### src/sv/assert_macros.svh
// ============================================================================
// Assertion macros
// Shared concurrent assertion forms, clocked on clk and held off during reset.
// ============================================================================
`ifndef ASSERT_MACROS_SVH
`define ASSERT_MACROS_SVH

`ifndef SYNTH
// Consequent must hold in the same cycle as the antecedent.
`define CHK_SAME(label, ante, cons, msg) \
    label: assert property (@(posedge clk) disable iff (!rst_n) (ante) |-> (cons)) \
        else $error(msg);
// Consequent must hold in the cycle after the antecedent.
`define CHK_NEXT(label, ante, cons, msg) \
    label: assert property (@(posedge clk) disable iff (!rst_n) (ante) |=> (cons)) \
        else $error(msg);
`else
`define CHK_SAME(label, ante, cons, msg)
`define CHK_NEXT(label, ante, cons, msg)
`endif

`endif

### src/sv/ddh_pkg.sv
// ============================================================================
// ddh_pkg
// Constants shared by the decimal digit histogram.
// ============================================================================
`default_nettype none

package ddh_pkg;

    localparam int VALUE_BITS_DEF = 32;
    localparam int TOTAL_BITS_DEF = 40;

    localparam int NUM_DIGITS = 10;
    localparam logic [3:0] LAST_DIGIT = 4'd9;

    localparam int DIGIT_W = 4;
    localparam int COUNT_W = 4;
    localparam int RT_W    = 40;

    localparam logic [COUNT_W-1:0] COUNT_MAX = 4'd15;

    typedef logic [DIGIT_W-1:0] digit_t;

endpackage

`default_nettype wire

### src/sv/decimal_digit_histogram.sv
// ============================================================================
// decimal_digit_histogram
// Counts the decimal digits of each input number and keeps per-digit totals.
// ============================================================================
// Each input beat carries one unsigned number. Its low VALUE_BITS bits are
// converted to BCD one bit per cycle by a shift-and-add-3 register, then the
// BCD digits are scanned one per cycle from the top, leading zeros skipped
// (10 BCD digits at the default width), and then ten result beats go out,
// digit 0 first and digit 9 with last set, one per cycle while out_ready is
// high. The value 0 counts as one zero digit. Running totals saturate at
// all ones and are cleared by reset; a result beat may still wait in the
// output register while the next input beat is taken.
`default_nettype none

module decimal_digit_histogram #(
    parameter int VALUE_BITS = ddh_pkg::VALUE_BITS_DEF,
    parameter int TOTAL_BITS = ddh_pkg::TOTAL_BITS_DEF
) (
    input  wire logic                        clk,
    input  wire logic                        rst_n,
    input  wire logic                        in_valid,
    output logic                             in_ready,
    input  wire logic [VALUE_BITS-1:0]       value,
    output logic                             out_valid,
    input  wire logic                        out_ready,
    output logic [ddh_pkg::DIGIT_W-1:0]      digit,
    output logic [ddh_pkg::COUNT_W-1:0]      count_here,
    output logic [ddh_pkg::RT_W-1:0]         running_total,
    output logic                             last
);

    // Decimal digits needed for 2^VALUE_BITS - 1 (1233/4096 ~ log10(2)).
    localparam int NDIG    = (VALUE_BITS * 1233) / 4096 + 1;
    localparam int BCD_W   = 4 * NDIG;
    localparam int CNT_W   = $clog2(NDIG + 1);
    localparam int BIT_CW  = $clog2(VALUE_BITS);
    localparam int SCAN_CW = $clog2(NDIG);

    localparam logic [1:0] ST_IDLE = 2'd0;
    localparam logic [1:0] ST_CONV = 2'd1;
    localparam logic [1:0] ST_SCAN = 2'd2;
    localparam logic [1:0] ST_EMIT = 2'd3;

    logic [1:0]              state_reg, state_next;
    logic [BIT_CW-1:0]       bit_cnt_reg, bit_cnt_next;
    logic [SCAN_CW-1:0]      scan_cnt_reg, scan_cnt_next;
    logic                    seen_reg, seen_next;
    ddh_pkg::digit_t         emit_idx_reg, emit_idx_next;
    logic                    out_valid_reg, out_valid_next;

    logic [VALUE_BITS-1:0]   sh_reg, sh_next;
    logic [BCD_W-1:0]        bcd_reg, bcd_next;
    logic [BCD_W-1:0]        bcd_adj;
    logic [CNT_W-1:0]        counts_reg [ddh_pkg::NUM_DIGITS];
    logic [CNT_W-1:0]        counts_next [ddh_pkg::NUM_DIGITS];
    logic [TOTAL_BITS-1:0]   totals_reg [ddh_pkg::NUM_DIGITS];

    logic [ddh_pkg::DIGIT_W-1:0] digit_reg;
    logic [ddh_pkg::COUNT_W-1:0] count_here_reg;
    logic [ddh_pkg::RT_W-1:0]    running_total_reg;
    logic                        last_reg;

    logic [3:0]              top_digit;
    logic                    load;
    logic [TOTAL_BITS:0]     sum;
    logic [TOTAL_BITS-1:0]   new_total;
    logic [7:0]              cnt_wide;
    logic [63:0]             total_wide;

    assign in_ready      = (state_reg == ST_IDLE);
    assign out_valid     = out_valid_reg;
    assign digit         = digit_reg;
    assign count_here    = count_here_reg;
    assign running_total = running_total_reg;
    assign last          = last_reg;

    assign top_digit = bcd_reg[BCD_W-1 -: 4];
    assign load      = (state_reg == ST_EMIT) && (!out_valid_reg || out_ready);

    // Shift-and-add-3: every BCD digit of five or more is corrected before the shift.
    always_comb
    begin
        for (int i = 0; i < NDIG; i++)
        begin
            if (bcd_reg[4*i +: 4] >= 4'd5)
            begin
                bcd_adj[4*i +: 4] = bcd_reg[4*i +: 4] + 4'd3;
            end
            else
            begin
                bcd_adj[4*i +: 4] = bcd_reg[4*i +: 4];
            end
        end
    end

    always_comb
    begin
        sum        = {1'b0, totals_reg[emit_idx_reg]}
                     + (TOTAL_BITS + 1)'(counts_reg[emit_idx_reg]);
        new_total  = sum[TOTAL_BITS] ? '1 : sum[TOTAL_BITS-1:0];
        cnt_wide   = 8'(counts_reg[emit_idx_reg]);
        total_wide = 64'(new_total);
    end

    always_comb
    begin
        state_next     = state_reg;
        bit_cnt_next   = bit_cnt_reg;
        scan_cnt_next  = scan_cnt_reg;
        seen_next      = seen_reg;
        emit_idx_next  = emit_idx_reg;
        out_valid_next = out_valid_reg && !out_ready;
        sh_next        = sh_reg;
        bcd_next       = bcd_reg;
        counts_next    = counts_reg;

        case (state_reg)
            ST_IDLE:
            begin
                if (in_valid)
                begin
                    sh_next      = value;
                    bcd_next     = '0;
                    bit_cnt_next = BIT_CW'(VALUE_BITS - 1);
                    for (int d = 0; d < ddh_pkg::NUM_DIGITS; d++)
                    begin
                        counts_next[d] = '0;
                    end
                    state_next   = ST_CONV;
                end
            end
            ST_CONV:
            begin
                bcd_next = {bcd_adj[BCD_W-2:0], sh_reg[VALUE_BITS-1]};
                sh_next  = sh_reg << 1;
                if (bit_cnt_reg == '0)
                begin
                    scan_cnt_next = SCAN_CW'(NDIG - 1);
                    seen_next     = 1'b0;
                    state_next    = ST_SCAN;
                end
                else
                begin
                    bit_cnt_next = bit_cnt_reg - 1'b1;
                end
            end
            ST_SCAN:
            begin
                // Leading zeros are skipped, but the units digit always counts.
                if ((seen_reg || top_digit != 4'd0 || scan_cnt_reg == '0)
                    && top_digit <= ddh_pkg::LAST_DIGIT)
                begin
                    counts_next[top_digit] = counts_reg[top_digit] + 1'b1;
                end
                seen_next = seen_reg || (top_digit != 4'd0);
                bcd_next  = bcd_reg << 4;
                if (scan_cnt_reg == '0)
                begin
                    emit_idx_next = '0;
                    state_next    = ST_EMIT;
                end
                else
                begin
                    scan_cnt_next = scan_cnt_reg - 1'b1;
                end
            end
            ST_EMIT:
            begin
                if (load)
                begin
                    out_valid_next = 1'b1;
                    if (emit_idx_reg == ddh_pkg::LAST_DIGIT)
                    begin
                        state_next = ST_IDLE;
                    end
                    else
                    begin
                        emit_idx_next = emit_idx_reg + 1'b1;
                    end
                end
            end
            default:
            begin
                state_next = ST_IDLE;
            end
        endcase
    end

    always_ff @(posedge clk or negedge rst_n)
    begin
        if (!rst_n)
        begin
            state_reg     <= ST_IDLE;
            bit_cnt_reg   <= '0;
            scan_cnt_reg  <= '0;
            seen_reg      <= 1'b0;
            emit_idx_reg  <= '0;
            out_valid_reg <= 1'b0;
            for (int d = 0; d < ddh_pkg::NUM_DIGITS; d++)
            begin
                totals_reg[d] <= '0;
            end
        end
        else
        begin
            state_reg     <= state_next;
            bit_cnt_reg   <= bit_cnt_next;
            scan_cnt_reg  <= scan_cnt_next;
            seen_reg      <= seen_next;
            emit_idx_reg  <= emit_idx_next;
            out_valid_reg <= out_valid_next;
            if (load)
            begin
                totals_reg[emit_idx_reg] <= new_total;
            end
        end
    end

    always_ff @(posedge clk)
    begin
        sh_reg     <= sh_next;
        bcd_reg    <= bcd_next;
        counts_reg <= counts_next;
        if (load)
        begin
            digit_reg         <= emit_idx_reg;
            count_here_reg    <= (cnt_wide > 8'(ddh_pkg::COUNT_MAX))
                                 ? ddh_pkg::COUNT_MAX : cnt_wide[ddh_pkg::COUNT_W-1:0];
            running_total_reg <= total_wide[ddh_pkg::RT_W-1:0];
            last_reg          <= (emit_idx_reg == ddh_pkg::LAST_DIGIT);
        end
    end

`include "assert_macros.svh"

    `CHK_SAME(a_last_on_nine, out_valid && last, digit == ddh_pkg::LAST_DIGIT, "last set on a digit other than nine")
    `CHK_NEXT(a_accept_starts_conv, in_valid && in_ready, state_reg == ST_CONV, "accepted beat did not start conversion")
    `CHK_NEXT(a_nine_ends_run, load && emit_idx_reg == ddh_pkg::LAST_DIGIT, state_reg == ST_IDLE && out_valid && last, "run did not end after digit nine")
    `CHK_SAME(a_no_load_outside_emit, state_reg != ST_EMIT, !load, "result loaded outside emission")

endmodule

`default_nettype wire
### config.mk
export PLATFORM = sky130hd
export DESIGN_NAME = decimal_digit_histogram
export DESIGN_NICKNAME = d
export VERILOG_FILES = /design/src/sv/ddh_pkg.sv /design/src/sv/decimal_digit_histogram.sv
export VERILOG_INCLUDE_DIRS = /design/src /design/src/sv
export SDC_FILE = /design/constraint.sdc
export NUM_CORES = 1
export LEC_CHECK = 0
export ABC_AREA = 1
export BUFFER_PORTS_ARGS = -buffer_cell sky130_fd_sc_hd__buf_4
export CORE_ASPECT_RATIO = 0.7
export CORE_MARGIN = 8
export CORE_UTILIZATION = 50
export DETAILED_ROUTE_END_ITERATION = 16
export PLACE_DENSITY = 0.66
export REMOVE_ABC_BUFFERS = 1
export SETUP_SLACK_MARGIN = 0.2
export SYNTH_ARGS = -nofsm -noshare
export SYNTH_HDL_FRONTEND = slang
export SYNTH_SLANG_ARGS = --single-unit
### constraint.sdc
create_clock -name clk -period 4.4 [get_ports clk]
set_input_delay 0.88 -clock clk [delete_from_list [all_inputs] [get_ports clk]]
set_output_delay 0.88 -clock clk [all_outputs]
set_load 0.05 [all_outputs]
Word-level counts from Yosys, hierarchy flattened
Index checks and enable logic that the tools add are counted.
{"block": "word_totals", "output_inout_bits": 51, "regBits": 578, "input_bits": 36}
{"block": "op_classes", "magnitude_cmp": 16, "n_addsub": 15, "n_eq_ne": 13, "bitwise_logic": 2, "n_reduce_logical": 27, "n_mux": 52}
{"op": "bitwise mux 400 bit", "n": 1}
{"op": "two-way mux 40 bit", "n": 6}
{"op": "binary-select mux 40 bit (select 4 bit)", "n": 1}
{"op": "demux 40 bit (select 4 bit)", "n": 1}
{"op": "case mux 40 bit (3 select lines)", "n": 1}
{"op": "case mux 40 bit (2 select lines)", "n": 1}
{"op": "two-way mux 4 bit", "n": 19}
{"op": "case mux 32 bit (2 select lines)", "n": 1}
{"op": "adder 40 x 4 -> 41 bit", "n": 1}
{"op": "bitwise mux 40 bit", "n": 1}
{"op": "greater-or-equal comparator 4 x 3 -> 1 bit (second input constant)", "n": 10}
{"op": "adder 4 x 2 -> 4 bit (second input constant)", "n": 9}
{"op": "binary-select mux 4 bit (select 4 bit)", "n": 2}
{"op": "two-way mux 32 bit", "n": 1}
{"op": "demux 4 bit (select 4 bit)", "n": 1}
{"op": "inequality test 2 bit (second input constant)", "n": 8}
{"op": "case mux 4 bit (2 select lines)", "n": 2}
{"op": "greater-or-equal comparator 5 bit (second input constant)", "n": 2}
{"op": "< comparator 5 x 1 -> 1 bit (second input constant)", "n": 2}
{"op": "two-way mux 2 bit", "n": 5}
{"op": "two-way mux 5 bit", "n": 2}
{"op": "NOT 4 -> 5 bit", "n": 2}
{"op": "case mux 5 bit (2 select lines)", "n": 1}
{"op": "AND reduction 3 bit", "n": 3}
{"op": "26 further kinds", "n": 42}

Longest topological paths before layout
{"block": "logic_depth", "word_depth": 8, "mapped_depth": 25, "ltp_nobuf": 20}

Worst setup path after synthesis
Ideal clock, no wire load.
{"block": "synth_path", "path_kind": "flip-flop to flip-flop", "start": "register bcd_reg[36]", "end": "register counts_reg[0] (netlist bit) (enable)", "path_buffers": 2, "stages_incl_launch_ff": 10, "setup_ns": 0.460, "slack_ns": 0.357, "arrival_time_ns": 3.583, "cell_sequence": "edfxtp_1 > clkbuf_1 > inv_1 > clkbuf_1 > ha_1 > inv_1 > nor2_1 > nand2_1 > o21ai_0 > a41oi_1"}
{"block": "synth_between", "elab_chain_len": 6, "word_cells_on_any_way": 7}
{"element": "start, declared", "line": "decimal_digit_histogram.sv:52", "source": "logic [BCD_W-1:0] bcd_reg, bcd_next;"}
{"element": "start signal, assigned", "line": "decimal_digit_histogram.sv:222", "source": "bcd_reg <= bcd_next;"}
{"element": "parallel branches: the longest is 3 deep, another holds <= comparator 4 bit"}
{"element": "logical AND 1 bit (*)", "line": "decimal_digit_histogram.sv:151", "source": "&& top_digit <= ddh_pkg::LAST_DIGIT)"}
{"element": "inequality test 2 bit (no source line) (*)"}
{"element": "AND reduction 3 bit (no source line) (*)"}
{"element": "end signal, assigned", "line": "decimal_digit_histogram.sv:223", "source": "counts_reg <= counts_next;"}
{"element": "end, declared", "line": "decimal_digit_histogram.sv:54", "source": "logic [CNT_W-1:0] counts_reg [ddh_pkg::NUM_DIGITS];"}
Mark *: on every way between the ends.
A chain may end at the register's enable or synchronous reset.

Worst setup path after layout
{"block": "layout_path", "start": "register emit_idx_reg[0]", "end": "register totals_reg[52] (netlist bit)"}
{"block": "layout_between", "elab_chain_len": 7, "word_cells_on_any_way": 15}
{"element": "start, declared", "line": "decimal_digit_histogram.sv:48", "source": "ddh_pkg::digit_t emit_idx_reg, emit_idx_next;"}
{"element": "start signal, assigned", "line": "decimal_digit_histogram.sv:210", "source": "emit_idx_reg <= emit_idx_next;"}
{"element": "NOT 4 -> 5 bit (not written as such) (*)", "line": "decimal_digit_histogram.sv:98, decimal_digit_histogram.sv:99"}
{"element": "binary-select mux 40 bit (select 4 bit) / binary-select mux 4 bit (select 4 bit) (equally long branches)", "line": "decimal_digit_histogram.sv:98, decimal_digit_histogram.sv:99"}
{"element": "two-way mux 40 bit (not written as such) / two-way mux 4 bit (equally long branches) (2 in series)", "line": "decimal_digit_histogram.sv:98, decimal_digit_histogram.sv:99"}
{"element": "adder 40 x 4 -> 41 bit (*)", "line": "decimal_digit_histogram.sv:99", "source": "+ (TOTAL_BITS + 1)'(counts_reg[emit_idx_reg]);"}
{"element": "two-way mux 40 bit (*)", "line": "decimal_digit_histogram.sv:100", "source": "new_total = sum[TOTAL_BITS] ? '1 : sum[TOTAL_BITS-1:0];"}
{"element": "net new_total[12]", "line": "decimal_digit_histogram.sv:66", "source": "logic [TOTAL_BITS-1:0] new_total;"}
{"element": "bitwise mux 400 bit (*)", "line": "decimal_digit_histogram.sv:214", "source": "totals_reg[emit_idx_reg] <= new_total;"}
{"element": "end signal, assigned by index", "line": "decimal_digit_histogram.sv:214"}
{"element": "end, declared", "line": "decimal_digit_histogram.sv:56", "source": "logic [TOTAL_BITS-1:0] totals_reg [ddh_pkg::NUM_DIGITS];"}
Mark *: on every way through the listed nets, which the timed path passes. The rest lies on a longest branch. The select of a mux whose other input is x is not followed.

==> impl_metrics.csv <==
group,metric,value,unit
synthesis,synthArstFlopShare,72.15,%
placed_design,pre_cts_slack,547.2,ps
power,combinationalPowerShare,48.6,%
layout,fillCellCount,5555,
floorplan,dieHeight,221.1,microns
placed_design,numPortBuffers,86,
floorplan,io-pin-count,87,
floorplan,die_area,68300,sq um
clock_tree,cts_setup_buffers,0,
placed_design,place.gp.congestion,0.9418,
worst_hold_path,hold_path_class,"input port to asynchronous set/reset pin",
global_route,grt_pass1_wl,133800,microns
worst_setup_path,worstSetupPathType,"flip-flop to flip-flop",
worst_setup_path,cp.depth,18,
layout,final_nets,3916,
worst_setup_path,reg2reg_depth,18,
power,powerDensity,865.4,nW/um^2
clock_tree,clk_pin_slew,70,ps
power,p_switching,13.47,mW
power,p_seq_share,33.6,%
layout,fin_cells,4695,
routing,antenna_left,0,
routing,routed_wl,82820,microns
synthesis,synth_area_per_cell,7.822,sq um
worst_setup_path,max_stage_delay,590,ps
power,p_int,15.30,mW
floorplan,fp-row-count,75,
synthesis,synthCells,3840,
timing,finalHoldViolations,0,
worst_setup_path,critical_path_required,4920,ps
floorplan,die_w,308.9,microns
timing,fin_skew,24.02,ps
synthesis,synth_flop_cell,"dfrtp_1",
worst_setup_path,cp_top_family,"simple AND/OR/NAND/NOR gates",
synthesis,yosysWarningCount,0,
routing,vias_per_cell,5.319,
routing,drtIter0Drc,2768,
worst_setup_path,worstPathMaxFanout,51,
timing,setup_slack,519.0,ps
clock_tree,cts_buffers,57,
layout,n_antenna_cell,0,
worst_setup_path,critPathSlowestCell,"buf_4",
synthesis,ys_seq_area_share,50.84,%
routing,wl_per_cell,17.64,microns
placed_design,placedCellCount,4587,
timing,setup_viol,0,
timing,layout_min_cycle_time,3881,ps
clock_tree,clockRootBuffer,"clkbuf_16",
routing,dr.pass1.iters,6,
floorplan,core_area,59680,sq um
timing,slew_violations,0,
synthesis,ys_seq_elements,578,
worst_setup_path,startpoint_type,"flip-flop",
worst_setup_path,cp.arrival,4400,ps
run_status,status,"completed",
layout,syn2layout_area_growth,10.68,%
global_route,grt_max_degree,87,
global_route,overflow,0,
power,power_frac_clock,17.7,%
clock_tree,cts.sinks,578,
clock_tree,clock_insertion_delay_worst_skew,630,ps
clock_tree,clock_path_buffers,3,
timing,tightest_slew,1074,ps
timing,fmax,257.7,MHz
power,p_leak,15.87,nW
power,vdd_ir_drop_max,0.0004419,V
floorplan,start_util,50.33,%
global_route,antenna_found_initial,0,
synthesis,synth_edf_count,161,
clock_tree,cts_tree,"built",
job,drv_cap,0,
timing,maxSlewHeadroom,28.23,%
routing,num_vias,24970,
layout,largest_register_ffs,400,
routing,drc_errors,0,
worst_setup_path,critPathCaptureType,"flip-flop",
synthesis,syn_area,30040,sq um
global_route,grt_pass1_vias,23520,
timing,rsz0062_at_grt,"no",
worst_setup_path,crit_chain,"inv_4, buf_4, nand2_1, nand2_1, nand2_1, o21ai_0, nand2_1, nand3_1, nand2_1, nor2_1, nand2_1, nor2_2, nand3_4, buf_12, buf_12, nand2_2, nand2_1, o21ai_0",
clock_tree,cts.htree.levels,2,
layout,layout-drive-gt1-share,8.927,%
synthesis,synth_cell_types,49,
global_route,grt.total_usage,24.18,%
placed_design,dp_hpwl,53210,microns
timing,fin_crit_sh,88.21,%
worst_setup_path,critPathBufInv,4,
worst_setup_path,cpMostUsedCell,"nand2_1",
power,netSwitchingFraction,46.83,%
==> per-layer routing <==
| metal | vias up | GRT usage, % | wire [microns] |
|---|---|---|---|
| met4 | 0 | 5.025 | 1333 |
| met5 | - | 0 | 0 |
| li1 | 12190 | - | - |
| met1 | 11720 | 38.06 | 39730 |
| met2 | 962 | 34.01 | 34190 |
| met3 | 96 | 4.922 | 7574 |
==> timing repair <==
item / 4_1_cts / 5_1_grt
gates resized for setup: 0 / 3
hold buffers: 0 / 0
endpoints found under the setup margin: 0 / 12
==> per-stage QoR <==
step / total power, mW / hold slack [ps] / cell area, sq um / TNS [ps] / util [%]
3_5_place_dp: 23.52 / 460.0 / 31270 / 0 / 52.39
5_1_grt: 30.90 / 298.9 / 33240 / 0 / 55.70
6_report: 28.77 / 251.7 / 33240 / 0 / 55.70
2_1_floorplan: 18.75 / 441.7 / 28780 / -1667680 / -
4_1_cts: 28.70 / 294.2 / 33230 / 0 / 55.68
3_3_place_gp: 23.34 / 456.0 / 31270 / 0 / 52.39
==> path summary, 6_finish.rpt <==
path,start,to,slack [ps]
max,emit_idx_reg[0]$_DFFE_PN0P_,totals_reg[52]$_DFFE_PN0P_,520
min,rst_n,totals_reg[167]$_DFFE_PN0P_,250
max reg2reg,emit_idx_reg[0]$_DFFE_PN0P_,totals_reg[52]$_DFFE_PN0P_,520
min reg2reg,totals_reg[352]$_DFFE_PN0P_,totals_reg[352]$_DFFE_PN0P_,480
max in group asynchronous,rst_n,totals_reg[227]$_DFFE_PN0P_,3190
min in group clk,totals_reg[352]$_DFFE_PN0P_,totals_reg[352]$_DFFE_PN0P_,480
==> power groups by stage <==
stage	clock network [mW]	logic [mW]	registers (mW)
6_report	5.10	14.0	9.68
5_1_grt	5.43	15.5	9.94
4_1_cts	5.18	13.9	9.66
3_5_place_dp	0	13.8	9.73
3_3_place_gp	0	13.7	9.68
2_1_floorplan	0	8.37	10.4
==> cell usage after synthesis (11+ instances only) <==
library cell | instances | area share, %
nand2_1 | 1386 | 17
ha_1 | 41 | 1.7
o21ai_0 | 333 | 5.5
edfxtp_1 | 161 | 16
a31oi_1 | 51 | 1.1
or2_2 | 11 | 0.23
nor3_1 | 12 | 0.20
nand2_2 | 11 | 0.23
dfrtp_1 | 417 | 35
nor2_1 | 246 | 3.1
o21ai_1 | 101 | 1.7
xor2_1 | 14 | 0.41
nand3_2 | 29 | 0.97
buf_2 | 47 | 0.78
clkbuf_1 | 93 | 1.2
nand3_1 | 177 | 2.9
buf_4 | 33 | 0.82
buf_1 | 18 | 0.22
inv_1 | 395 | 4.9
buf_6 | 32 | 1.2
a21oi_1 | 141 | 2.3
==> layout by cell type (no fill, tap or decap), types with 3 or more instances in the layout <==
| cell type | count |
|---|---|
| nand2_1 | 1386 |
| dfrtp_1 | 415 |
| inv_1 | 392 |
| o21ai_0 | 333 |
| nor2_1 | 244 |
| nand3_1 | 176 |
| edfxtp_1 | 161 |
| buf_4 | 146 |
| a21oi_1 | 140 |
| o21ai_1 | 101 |
| clkbuf_16 | 60 |
| a31oi_1 | 51 |
| ha_1 | 39 |
| nand3_2 | 30 |
| clkbuf_8 | 20 |
| xor2_1 | 14 |
| buf_12 | 13 |
| nand2_2 | 11 |
| or2_2 | 11 |
| nor2_4 | 10 |
| clkbuf_1 | 10 |
| nor3_1 | 9 |
| xnor2_1 | 9 |
| clkinv_2 | 9 |
| inv_2 | 8 |
| nand3b_1 | 8 |
| clkinv_1 | 7 |
| nand4_1 | 7 |
| a221o_1 | 6 |
| o211ai_1 | 6 |
| o21bai_1 | 6 |
| inv_4 | 4 |
| nor2_2 | 4 |
| and2_1 | 3 |
| o22ai_1 | 3 |
| nor3_2 | 3 |
==> logic make-up after synthesis <==
family | synth area share, %
adders and majority gates | 1.775
buffers and inverters | 9.302
AOI/OAI and AO/OA | 11.41
xor gates and xnor gates | 0.7249
DFF | 50.84
and+or+nand+nor | 25.95
==> area by class of cell <==
class	count	area, sq um	area share (%)
timing repair buffer	162	1394	4.193
tap	808	1011	3.041
clock buffer	91	1822	5.480
clock inverter	17	145.1	0.4366
multi-input combinational	2631	12060	36.27
sequential	578	15280	45.95
inverter	408	1536	4.622
Power figures use the tool's default switching activity.
